[config.mk]
export PLATFORM = sky130hd
export DESIGN_NAME = radix_text_calculator
export DESIGN_NICKNAME = d
export VERILOG_FILES = /design/src/hdl/rtc_pkg.sv /design/src/hdl/rtc_operand.sv /design/src/hdl/rtc_digit_unit.sv /design/src/hdl/radix_text_calculator.sv
export VERILOG_INCLUDE_DIRS = /design/src /design/src/hdl
export SDC_FILE = /design/constraint.sdc
export NUM_CORES = 2
export LEC_CHECK = 0
export ABC_AREA = 1
export ABC_CLOCK_PERIOD_IN_PS = 8420
export BUFFER_PORTS_ARGS = -buffer_cell sky130_fd_sc_hd__buf_2
export CORE_UTILIZATION = 55
export DETAILED_ROUTE_END_ITERATION = 12
export PLACE_DENSITY = 0.75
export SKIP_CTS_REPAIR_TIMING = 1
export SYNTH_ARGS = -nofsm -noshare
export SYNTH_HDL_FRONTEND = slang
export SYNTH_HIERARCHICAL = 1
export SYNTH_SLANG_ARGS = --single-unit
[constraint.sdc]
create_clock -name clk -period 8.42 [get_ports clk]
set_clock_uncertainty 0.2 [all_clocks]
set_input_delay 0.842 -clock clk [delete_from_list [all_inputs] [get_ports clk]]
set_output_delay 0.842 -clock clk [all_outputs]
set_load 0.02 [all_outputs]
[src/hdl/assert_macros.svh]
// Assertion macros shared by the radix text calculator RTL.
// Every macro samples on clk and is disabled while arst_n is low.
`ifndef ASSERT_MACROS_SVH
`define ASSERT_MACROS_SVH

// A condition that must hold on every clock edge.
`define RTC_ASSERT_ALWAYS(label, cond, msg) \
	label: assert property (@(posedge clk) disable iff (!arst_n) (cond)) else $error(msg);

// A condition that must hold on the clock edge after a trigger.
`define RTC_ASSERT_NEXT(label, trig, cond, msg) \
	label: assert property (@(posedge clk) disable iff (!arst_n) (trig) |=> (cond)) \
		else $error(msg);

`endif

[src/hdl/rtc_pkg.sv]
// Package for the radix text calculator: word widths, codes and ASCII constants.
// It also holds the small decode functions used by the operand parser and top level.
// Depends on nothing.
`default_nettype none

package rtc_pkg;

	localparam int WORD_BITS  = 32;
	// Decimal digits of the largest word: floor(WORD_BITS * log10(2)) + 1.
	localparam int DEC_DIGITS = (WORD_BITS * 30103) / 100000 + 1;
	localparam int OCT_DIGITS = (WORD_BITS + 2) / 3;
	localparam int HEX_DIGITS = (WORD_BITS + 3) / 4;
	// The BCD image is the widest digit layout, so it sizes the digit register.
	localparam int DIG_W      = 4 * DEC_DIGITS;
	localparam int CNT_W      = $clog2(WORD_BITS + 1);

	localparam int IN_TDATA_W  = 16;
	localparam int OUT_TDATA_W = 8;

	typedef logic [WORD_BITS-1:0] word_t;
	typedef logic [CNT_W-1:0]     cnt_t;

	localparam logic [1:0] REQ_A    = 2'd0;
	localparam logic [1:0] REQ_B    = 2'd1;
	localparam logic [1:0] REQ_EXEC = 2'd2;

	localparam logic [1:0] OP_ADD = 2'd0;
	localparam logic [1:0] OP_SUB = 2'd1;
	localparam logic [1:0] OP_MUL = 2'd2;

	localparam logic [1:0] RADIX_BIN = 2'd0;
	localparam logic [1:0] RADIX_OCT = 2'd1;
	localparam logic [1:0] RADIX_DEC = 2'd2;
	localparam logic [1:0] RADIX_HEX = 2'd3;

	localparam logic [7:0] CH_MINUS   = 8'h2D;
	localparam logic [7:0] CH_ZERO    = 8'h30;
	localparam logic [7:0] CH_NINE    = 8'h39;
	localparam logic [7:0] CH_UPPER_A = 8'h41;
	localparam logic [7:0] CH_UPPER_F = 8'h46;
	localparam logic [7:0] CH_LOWER_B = 8'h62;
	localparam logic [7:0] CH_LOWER_D = 8'h64;
	localparam logic [7:0] CH_LOWER_O = 8'h6F;
	localparam logic [7:0] CH_LOWER_X = 8'h78;

	typedef enum logic [1:0] {
		DOP_HOLD,
		DOP_LOAD,
		DOP_DABBLE,
		DOP_SHIFT
	} dig_op_t;

	typedef struct packed {
		dig_op_t    op;
		logic [1:0] radix;
	} dig_cmd_t;

	function automatic logic [4:0] radix_value(input logic [1:0] radix);
		logic [4:0] v;
		unique case (radix)
			RADIX_BIN: v = 5'd2;
			RADIX_OCT: v = 5'd8;
			RADIX_DEC: v = 5'd10;
			RADIX_HEX: v = 5'd16;
			default:   v = 5'd2;
		endcase
		return v;
	endfunction

	function automatic logic [7:0] radix_letter(input logic [1:0] radix);
		logic [7:0] c;
		unique case (radix)
			RADIX_BIN: c = CH_LOWER_B;
			RADIX_OCT: c = CH_LOWER_O;
			RADIX_DEC: c = CH_LOWER_D;
			RADIX_HEX: c = CH_LOWER_X;
			default:   c = CH_LOWER_B;
		endcase
		return c;
	endfunction

	function automatic cnt_t digit_count(input logic [1:0] radix);
		cnt_t n;
		unique case (radix)
			RADIX_BIN: n = CNT_W'(WORD_BITS);
			RADIX_OCT: n = CNT_W'(OCT_DIGITS);
			RADIX_DEC: n = CNT_W'(DEC_DIGITS);
			RADIX_HEX: n = CNT_W'(HEX_DIGITS);
			default:   n = CNT_W'(WORD_BITS);
		endcase
		return n;
	endfunction

	function automatic logic [7:0] digit_char(input logic [3:0] d);
		logic [7:0] c;
		if (d < 4'd10) begin
			c = CH_ZERO + {4'b0000, d};
		end else begin
			c = CH_UPPER_A + {4'b0000, d} - 8'd10;
		end
		return c;
	endfunction

endpackage

`default_nettype wire

[src/hdl/rtc_operand.sv]
// Operand text parser: sign, base letter and digit accumulation for one operand.
// Uses rtc_pkg for widths, radix codes and ASCII constants.
`default_nettype none

module rtc_operand (
	input  wire logic           clk,
	input  wire logic           arst_n,
	input  wire logic           take,
	input  wire logic           clear,
	input  wire logic [7:0]     symbol,
	output rtc_pkg::word_t      value,
	output logic                bad
);

	typedef enum logic [1:0] {
		PH_SIGN,
		PH_LETTER,
		PH_DIGITS
	} phase_t;

	rtc_pkg::word_t acc_q;
	logic           neg_q;
	logic [1:0]     radix_q;
	phase_t         phase_q;

	logic           letter_ok;
	logic [1:0]     letter_code;
	logic           is_num;
	logic           is_hex;
	logic [7:0]     digit_raw;
	logic [3:0]     digit;
	logic           digit_ok;
	logic           sign_take;
	logic           in_prefix;
	rtc_pkg::word_t scaled;
	rtc_pkg::word_t acc_next;

	always_comb begin
		letter_ok   = 1'b1;
		letter_code = rtc_pkg::RADIX_BIN;
		unique case (symbol)
			rtc_pkg::CH_LOWER_B: letter_code = rtc_pkg::RADIX_BIN;
			rtc_pkg::CH_LOWER_O: letter_code = rtc_pkg::RADIX_OCT;
			rtc_pkg::CH_LOWER_D: letter_code = rtc_pkg::RADIX_DEC;
			rtc_pkg::CH_LOWER_X: letter_code = rtc_pkg::RADIX_HEX;
			default:             letter_ok   = 1'b0;
		endcase
	end

	assign is_num    = (symbol >= rtc_pkg::CH_ZERO) && (symbol <= rtc_pkg::CH_NINE);
	assign is_hex    = (symbol >= rtc_pkg::CH_UPPER_A) && (symbol <= rtc_pkg::CH_UPPER_F);
	assign digit_raw = is_num ? (symbol - rtc_pkg::CH_ZERO)
	                          : (symbol - rtc_pkg::CH_UPPER_A + 8'd10);
	assign digit     = digit_raw[3:0];
	assign digit_ok  = (is_num || is_hex) && ({1'b0, digit} < rtc_pkg::radix_value(radix_q));

	// Multiplying by the base is a shift, or two shifts and an add for decimal.
	always_comb begin
		unique case (radix_q)
			rtc_pkg::RADIX_BIN: scaled = acc_q << 1;
			rtc_pkg::RADIX_OCT: scaled = acc_q << 3;
			rtc_pkg::RADIX_DEC: scaled = (acc_q << 3) + (acc_q << 1);
			rtc_pkg::RADIX_HEX: scaled = acc_q << 4;
			default:            scaled = acc_q;
		endcase
	end

	assign acc_next  = scaled + rtc_pkg::WORD_BITS'(digit);
	assign sign_take = (phase_q == PH_SIGN) && (symbol == rtc_pkg::CH_MINUS);
	assign in_prefix = (phase_q != PH_DIGITS);
	assign bad       = take && (in_prefix ? (!sign_take && !letter_ok) : !digit_ok);
	assign value     = neg_q ? (rtc_pkg::word_t'(0) - acc_q) : acc_q;

	always_ff @(posedge clk or negedge arst_n) begin
		if (!arst_n) begin
			acc_q   <= '0;
			neg_q   <= 1'b0;
			radix_q <= rtc_pkg::RADIX_BIN;
			phase_q <= PH_SIGN;
		end else if (clear) begin
			acc_q   <= '0;
			neg_q   <= 1'b0;
			radix_q <= rtc_pkg::RADIX_BIN;
			phase_q <= PH_SIGN;
		end else if (take) begin
			if (sign_take) begin
				neg_q   <= 1'b1;
				phase_q <= PH_LETTER;
			end else if (in_prefix) begin
				if (letter_ok) begin
					radix_q <= letter_code;
					phase_q <= PH_DIGITS;
				end
			end else if (digit_ok) begin
				acc_q <= acc_next;
			end
		end
	end

endmodule

`default_nettype wire

[src/hdl/rtc_digit_unit.sv]
// Shared digit shift unit: loads the result magnitude, converts it to BCD by
// shift-and-add-3, and shifts out one digit of the chosen radix per command.
// Uses rtc_pkg for widths, radix codes and the command struct.
`default_nettype none

module rtc_digit_unit (
	input  wire logic              clk,
	input  wire rtc_pkg::dig_cmd_t cmd,
	input  wire rtc_pkg::word_t    load_value,
	output logic [3:0]             top_digit
);

	logic [rtc_pkg::DIG_W-1:0] dig_q;
	rtc_pkg::word_t            bin_q;
	logic [1:0]                radix_q;
	logic [rtc_pkg::DIG_W-1:0] adj;
	logic [rtc_pkg::DIG_W-1:0] aligned;

	// Before each doubling, every BCD digit of five or more gets three added.
	always_comb begin
		logic [3:0] nib;
		adj = dig_q;
		for (int k = 0; k < rtc_pkg::DEC_DIGITS; k++) begin
			nib            = dig_q[4*k +: 4];
			adj[4*k +: 4]  = (nib >= 4'd5) ? (nib + 4'd3) : nib;
		end
	end

	// Power-of-two bases are placed so that the top digit sits in the top bits.
	always_comb begin
		unique case (cmd.radix)
			rtc_pkg::RADIX_BIN:
				aligned = rtc_pkg::DIG_W'(load_value) << (rtc_pkg::DIG_W - rtc_pkg::WORD_BITS);
			rtc_pkg::RADIX_OCT:
				aligned = rtc_pkg::DIG_W'(load_value)
					<< (rtc_pkg::DIG_W - 3 * rtc_pkg::OCT_DIGITS);
			rtc_pkg::RADIX_HEX:
				aligned = rtc_pkg::DIG_W'(load_value)
					<< (rtc_pkg::DIG_W - 4 * rtc_pkg::HEX_DIGITS);
			default:
				aligned = '0;
		endcase
	end

	// The digit width is taken from the radix latched at load, so the top digit
	// depends on registers only.
	always_comb begin
		case (radix_q) inside
			rtc_pkg::RADIX_BIN: top_digit = {3'b000, dig_q[rtc_pkg::DIG_W-1]};
			rtc_pkg::RADIX_OCT: top_digit = {1'b0, dig_q[rtc_pkg::DIG_W-1 -: 3]};
			rtc_pkg::RADIX_DEC, rtc_pkg::RADIX_HEX:
				top_digit = dig_q[rtc_pkg::DIG_W-1 -: 4];
			default:            top_digit = dig_q[rtc_pkg::DIG_W-1 -: 4];
		endcase
	end

	always_ff @(posedge clk) begin
		unique case (cmd.op)
			rtc_pkg::DOP_HOLD: begin
			end
			rtc_pkg::DOP_LOAD: begin
				dig_q   <= aligned;
				bin_q   <= load_value;
				radix_q <= cmd.radix;
			end
			rtc_pkg::DOP_DABBLE: begin
				dig_q <= {adj[rtc_pkg::DIG_W-2:0], bin_q[rtc_pkg::WORD_BITS-1]};
				bin_q <= {bin_q[rtc_pkg::WORD_BITS-2:0], 1'b0};
			end
			rtc_pkg::DOP_SHIFT: begin
				case (cmd.radix) inside
					rtc_pkg::RADIX_BIN: dig_q <= dig_q << 1;
					rtc_pkg::RADIX_OCT: dig_q <= dig_q << 3;
					rtc_pkg::RADIX_DEC, rtc_pkg::RADIX_HEX: dig_q <= dig_q << 4;
					default:            dig_q <= dig_q << 4;
				endcase
			end
			default: begin
			end
		endcase
	end

endmodule

`default_nettype wire

[src/hdl/radix_text_calculator.sv]
// Top level of the radix text calculator: stream ports, sequencer and output register.
// Depends on rtc_pkg, rtc_operand, rtc_digit_unit and assert_macros.svh.
`default_nettype none

// Operand characters are taken at one word per cycle while the block is idle.
// An execute word makes the block busy until its last result character has
// been loaded into the output register: it computes and loads the result, then
// for a decimal result runs the binary-to-BCD conversion over every bit of the
// word, then drops the leading zero digits one by one and finds the first digit
// kept, then loads the output characters one by one while the sink takes them.
// All of this runs through the one digit shift register in rtc_digit_unit; a
// binary result is at most 33 characters. The output register lets the block
// take new operand characters while the final result character still waits
// for the sink.

`include "assert_macros.svh"

module radix_text_calculator (
	input  wire logic                              clk,
	input  wire logic                              arst_n,
	input  wire logic                              s_axis_tvalid,
	output logic                                   s_axis_tready,
	// Fields from bit 0 up: symbol[7:0], op[9:8], out_base[11:10], zero fill.
	input  wire logic [rtc_pkg::IN_TDATA_W-1:0]    s_axis_tdata,
	// Fields from bit 0 up: req_type[1:0].
	input  wire logic [1:0]                        s_axis_tuser,
	output logic                                   m_axis_tvalid,
	input  wire logic                              m_axis_tready,
	// Fields from bit 0 up: out_char[7:0].
	output logic [rtc_pkg::OUT_TDATA_W-1:0]        m_axis_tdata,
	output logic                                   m_axis_tlast,
	// Fields from bit 0 up: error[0].
	output logic [0:0]                             m_axis_tuser
);

	typedef enum logic [2:0] {
		ST_IDLE,
		ST_CALC,
		ST_LOAD,
		ST_DABBLE,
		ST_SKIP,
		ST_LETTER,
		ST_SIGN,
		ST_DIGITS
	} state_t;

	state_t              state_q;
	rtc_pkg::cnt_t       cnt_q;
	logic                neg_q;
	logic                err_flag_q;
	logic                err_q;
	logic                out_valid_q;
	logic [7:0]          out_char_q;
	logic                out_last_q;
	logic                out_err_q;

	rtc_pkg::word_t      a_q;
	rtc_pkg::word_t      b_q;
	logic [1:0]          op_q;
	logic [1:0]          base_q;
	rtc_pkg::word_t      res_q;

	logic                in_fire;
	logic                take_a;
	logic                take_b;
	logic                exec;
	logic [7:0]          symbol;
	rtc_pkg::word_t      val_a;
	rtc_pkg::word_t      val_b;
	logic                bad_a;
	logic                bad_b;
	rtc_pkg::word_t      prod;
	rtc_pkg::word_t      calc;
	logic                res_neg;
	rtc_pkg::word_t      mag;
	rtc_pkg::dig_cmd_t   cmd;
	logic [3:0]          top_digit;
	logic                cnt_one;
	logic                out_free;
	logic                out_load;

	assign s_axis_tready = (state_q == ST_IDLE);
	assign in_fire       = s_axis_tvalid && s_axis_tready;
	assign symbol        = s_axis_tdata[7:0];
	assign take_a        = in_fire && (s_axis_tuser == rtc_pkg::REQ_A);
	assign take_b        = in_fire && (s_axis_tuser == rtc_pkg::REQ_B);
	assign exec          = in_fire && (s_axis_tuser == rtc_pkg::REQ_EXEC);

	rtc_operand u_operand_a (
		.clk    (clk),
		.arst_n (arst_n),
		.take   (take_a),
		.clear  (exec),
		.symbol (symbol),
		.value  (val_a),
		.bad    (bad_a)
	);

	rtc_operand u_operand_b (
		.clk    (clk),
		.arst_n (arst_n),
		.take   (take_b),
		.clear  (exec),
		.symbol (symbol),
		.value  (val_b),
		.bad    (bad_b)
	);

	assign prod = a_q * b_q;

	always_comb begin
		unique case (op_q)
			rtc_pkg::OP_ADD: calc = a_q + b_q;
			rtc_pkg::OP_SUB: calc = a_q - b_q;
			rtc_pkg::OP_MUL: calc = prod;
			default:         calc = '0;
		endcase
	end

	// Binary prints the raw two's complement pattern; other bases print a sign.
	assign res_neg = res_q[rtc_pkg::WORD_BITS-1] && (base_q != rtc_pkg::RADIX_BIN);
	assign mag     = res_neg ? (rtc_pkg::word_t'(0) - res_q) : res_q;

	assign cnt_one  = (cnt_q == rtc_pkg::CNT_W'(1));
	assign out_free = !out_valid_q || m_axis_tready;
	assign out_load = out_free &&
		(state_q == ST_LETTER || state_q == ST_SIGN || state_q == ST_DIGITS);

	always_comb begin
		cmd.radix = base_q;
		cmd.op    = rtc_pkg::DOP_HOLD;
		unique case (state_q)
			ST_LOAD:   cmd.op = rtc_pkg::DOP_LOAD;
			ST_DABBLE: cmd.op = rtc_pkg::DOP_DABBLE;
			ST_SKIP: begin
				if (top_digit == 4'd0 && !cnt_one) begin
					cmd.op = rtc_pkg::DOP_SHIFT;
				end
			end
			ST_DIGITS: begin
				if (out_free) begin
					cmd.op = rtc_pkg::DOP_SHIFT;
				end
			end
			default:   cmd.op = rtc_pkg::DOP_HOLD;
		endcase
	end

	rtc_digit_unit u_digit_unit (
		.clk        (clk),
		.cmd        (cmd),
		.load_value (mag),
		.top_digit  (top_digit)
	);

	always_ff @(posedge clk) begin
		if (exec) begin
			a_q    <= val_a;
			b_q    <= val_b;
			op_q   <= s_axis_tdata[9:8];
			base_q <= s_axis_tdata[11:10];
		end
		if (state_q == ST_CALC) begin
			res_q <= calc;
		end
	end

	always_ff @(posedge clk or negedge arst_n) begin
		if (!arst_n) begin
			state_q     <= ST_IDLE;
			cnt_q       <= '0;
			neg_q       <= 1'b0;
			err_flag_q  <= 1'b0;
			err_q       <= 1'b0;
			out_valid_q <= 1'b0;
			out_char_q  <= '0;
			out_last_q  <= 1'b0;
			out_err_q   <= 1'b0;
		end else begin
			if (m_axis_tready && !out_load) begin
				out_valid_q <= 1'b0;
			end

			if (exec) begin
				err_flag_q <= 1'b0;
			end else if (bad_a || bad_b) begin
				err_flag_q <= 1'b1;
			end

			unique case (state_q)
				ST_IDLE: begin
					if (exec) begin
						err_q   <= err_flag_q;
						state_q <= ST_CALC;
					end
				end
				ST_CALC: begin
					state_q <= ST_LOAD;
				end
				ST_LOAD: begin
					neg_q <= res_neg;
					if (base_q == rtc_pkg::RADIX_DEC) begin
						cnt_q   <= rtc_pkg::CNT_W'(rtc_pkg::WORD_BITS);
						state_q <= ST_DABBLE;
					end else begin
						cnt_q   <= rtc_pkg::digit_count(base_q);
						state_q <= ST_SKIP;
					end
				end
				ST_DABBLE: begin
					if (cnt_one) begin
						cnt_q   <= rtc_pkg::digit_count(rtc_pkg::RADIX_DEC);
						state_q <= ST_SKIP;
					end else begin
						cnt_q <= cnt_q - 1'b1;
					end
				end
				ST_SKIP: begin
					// Leading zero digits are dropped, but the last digit always stays.
					if (top_digit == 4'd0 && !cnt_one) begin
						cnt_q <= cnt_q - 1'b1;
					end else begin
						state_q <= ST_LETTER;
					end
				end
				ST_LETTER: begin
					if (out_free) begin
						out_valid_q <= 1'b1;
						out_char_q  <= rtc_pkg::radix_letter(base_q);
						out_last_q  <= 1'b0;
						out_err_q   <= err_q;
						state_q     <= neg_q ? ST_SIGN : ST_DIGITS;
					end
				end
				ST_SIGN: begin
					if (out_free) begin
						out_valid_q <= 1'b1;
						out_char_q  <= rtc_pkg::CH_MINUS;
						out_last_q  <= 1'b0;
						out_err_q   <= err_q;
						state_q     <= ST_DIGITS;
					end
				end
				ST_DIGITS: begin
					if (out_free) begin
						out_valid_q <= 1'b1;
						out_char_q  <= rtc_pkg::digit_char(top_digit);
						out_last_q  <= cnt_one;
						out_err_q   <= err_q;
						if (cnt_one) begin
							state_q <= ST_IDLE;
						end else begin
							cnt_q <= cnt_q - 1'b1;
						end
					end
				end
				default: begin
					state_q <= ST_IDLE;
				end
			endcase
		end
	end

	assign m_axis_tvalid = out_valid_q;
	assign m_axis_tdata  = out_char_q;
	assign m_axis_tlast  = out_last_q;
	assign m_axis_tuser  = out_err_q;

	`RTC_ASSERT_NEXT(a_exec_goes_busy, exec, !s_axis_tready,
		"execute word did not make the block busy")
	`RTC_ASSERT_ALWAYS(a_count_live,
		!(state_q == ST_DABBLE || state_q == ST_SKIP || state_q == ST_DIGITS) || cnt_q != '0,
		"digit counter reached zero inside the conversion")
	`RTC_ASSERT_ALWAYS(a_no_stale_last,
		!(m_axis_tvalid && m_axis_tlast) || (state_q != ST_SIGN && state_q != ST_DIGITS),
		"last character still shown after a newer result started")

endmodule

`default_nettype wire

==> metrics <==
status=complete, no violations; post-route ant nets=0; CTS tree=done; Hold WS=~0.056 ns; reported max-cap violation count=0; largest net degree at the start of global routing=90; Final HPWL DP=90400 µm; fin crit share=0.923; Cells after Synth=~6000; FP Rows=101; number of detailed-route iterations in the first pass=5; post-route setup TNS=0 ns; slowest stage delay, CP=0.80 ns; io pins=34; synthesized cell area=about 42000 µm²; clock root buffer=clkbuf_16; Distinct cells, synth=75; fmax=~130 MHz; DP Cell Count=6928; CTS buffer count=34; worst setup path category=flop to flop; Yosys Warn Count=6; Post-synth EDFFs=174; first-pass GRT wire length=187000 µm; DR vias=38200; post-layout util=0.582; RSZ-0062 raised after global routing=false; global route total overflow=0; Starting Density=0.556; Final min period=around 7.8 ns; WL per Instance=16.2 µm; crit-path cells=buf_4, nand2_1, fa_1, fa_1, fa_1, fa_1, fa_1, inv_1, fa_1, inv_1, fa_1, fa_1, inv_1, ha_1, nand2_1, nor2_1, nor3b_2, nand4_1, nand3_1, a21o_1, a21oi_1, or2_0, nand3_1, nand2_1; share of cells above drive strength 1=0.0527; final setup vio count=0; clk_lat worst skew=0.56 ns; Die Ht=279 µm; core footprint=75900 µm²; sequential fraction of the synthesis area=0.181; initial antenna violation count=1; top cell type's share of synthesized area=0.196; 1st-iter DRT viols=~2900; Port Buf Inserts=28; H-tree depth=2; CP arrival=between 7 and 8 ns; post-synth top area cell=fa_1; area of the die=77900 µm²; crit-path max FO=9; CP startpoint kind=flop; Worst slew margin=0.239; ranking of synthesized cells by area=fa_1 20%, nand2_1 16%, edfxtp_1 12%; antenna cells=0; Max Slew Vio Count=0; Worst path slowest cell=edfxtp_1; Worst Hold Class=primary input to asynchronous set/reset pin; layout net count=6645; prevailing post-synth register cell=edfxtp_1; non-filler cells, final=6988; worst slew pin tran=~1.1 ns; crit-path leading delay family=adder cells; mean area per synthesized cell=7.01 µm²; total wire length=113000 µm; Yosys reg bits=270; synthesized net count=slightly below 7000; Async SR Flop Fraction=0.356; All-Layer GR Usage=0.297; Buf/Inv on CP=4; vias in the first global route=37100; Vias/cell=5.47; Residual DRC=0; Die Width=279 µm; Clock Tree Buf Depth=3; CP Capture Type=flop; routability cong.=about 1; Clock transition at path regs=0.06 ns; CP required=approximately 8.5 ns; Top cell by count, worst path=fa_1; Sink Count=270; filler instances=between 7000 and 8000; Final Hold Fails=0; Area growth syn-to-layout=4.69%
## synthesized netlist by cell type (50+ instances only)
cell	count
a21oi_1	205
a221oi_1	50
buf_2	63
clkbuf_1	110
dfrtp_1	96
edfxtp_1	174
fa_1	413
ha_1	276
inv_1	1109
nand2_1	1853
nand3_1	351
nand4_1	66
nor2_1	413
nor3_1	65
o21ai_0	200
xor2_1	122
## worst reg2reg max path, cell delays in order (launching register included)
cell and delay, ns:
edfxtp_1 0.80, buf_4 0.30, nand2_1 0.10, fa_1 0.57, fa_1 0.46, fa_1 0.52, fa_1 0.45, fa_1 0.49
inv_1 0.05, fa_1 0.47, inv_1 0.06, fa_1 0.50, fa_1 0.55, inv_1 0.04, ha_1 0.35, nand2_1 0.11
nor2_1 0.16, nor3b_2 0.31, nand4_1 0.16, nand3_1 0.19, a21o_1 0.18, a21oi_1 0.10, or2_0 0.21, nand3_1 0.12
nand2_1 0.07
## final cells by class
type / count / area (µm²) / area share
sequential: 270 / 7630 / 0.173
clock inverter: 12 / 109 / 0.00246
clock buffer: 48 / 976 / 0.0221
tap: 1030 / 1290 / 0.0292
inverter: 1139 / 4290 / 0.0970
multi-input combinational: 4386 / 29200 / 0.661
timing repair buffer: 103 / 706 / 0.0160
## through the flow
step                instance area, µm²  setup WS, ns
floorplan                        42200          1.33
global placement                 43100         0.769
detailed placement               43100         0.731
CTS                              44200         0.726
global route                     44200         0.338
finish                           44200         0.646
## cells in the final DEF, fill, tap and decap left out, drive strengths merged, types with 96 or more instances in the layout
cell	instances
nor2	449
a21oi	216
inv	1134
edfxtp	174
ha	276
o21ai	237
fa	413
dfrtp	96
buf	103
nand3	365
xor2	123
nand2	1880
## state kept, by name, summed over array words and instances, names as in the netlist, 6 cells and up
signal              cells
b_q                    32
u_digit_unit/dig_q     40
u_operand_b/acc_q      32
u_digit_unit/bin_q     32
u_operand_a/acc_q      32
cnt_q                   6
m_axis_tdata            7
a_q                    32
res_q                  32
## layer usage
metal / GRT usage / share of wire / vias up
li1: - / - / 18600
met1: 0.395 / 0.43 / 18100
met2: 0.490 / 0.47 / 1252
met3: 0.0352 / 0.064 / 231
met4: 0.125 / 0.042 / 2
met5: 0 / 0.000062 / -
## kinds of logic (layout without fill, tap and decap cells)
family / Yosys count / after routing / synth area share
xor+xnor: 163 / 163 / 0.0340
compound gates: 620 / 620 / 0.0867
fa+ha+maj: 689 / 689 / 0.278
simple gates: 2913 / 2913 / 0.293
flops: 270 / 270 / 0.181
other cells: 1 / 1 / 0.0000888
buf+inv: 1366 / 1302 / 0.128
## path summary, 6_finish.rpt
path	start	to	slack (ns)	cells past startpoint
setup / recovery	a_q[11]	res_q[26]	0.65	24
hold / removal	arst_n	u_operand_b/radix_q[0]	0.06	1
setup reg to reg	a_q[11]	res_q[26]	0.65	24
hold reg to reg	m_axis_tdata[1]	m_axis_tdata[1]	0.29	2
max in group asynchronous	arst_n	m_axis_tdata[1]	6.86	2
min in group clk	s_axis_tdata[11]	base_q[1]	0.27	1
Power is left out: the tool's default activity adds up to more than one toggle a clock period on the data nets, which glitch-free logic cannot reach.
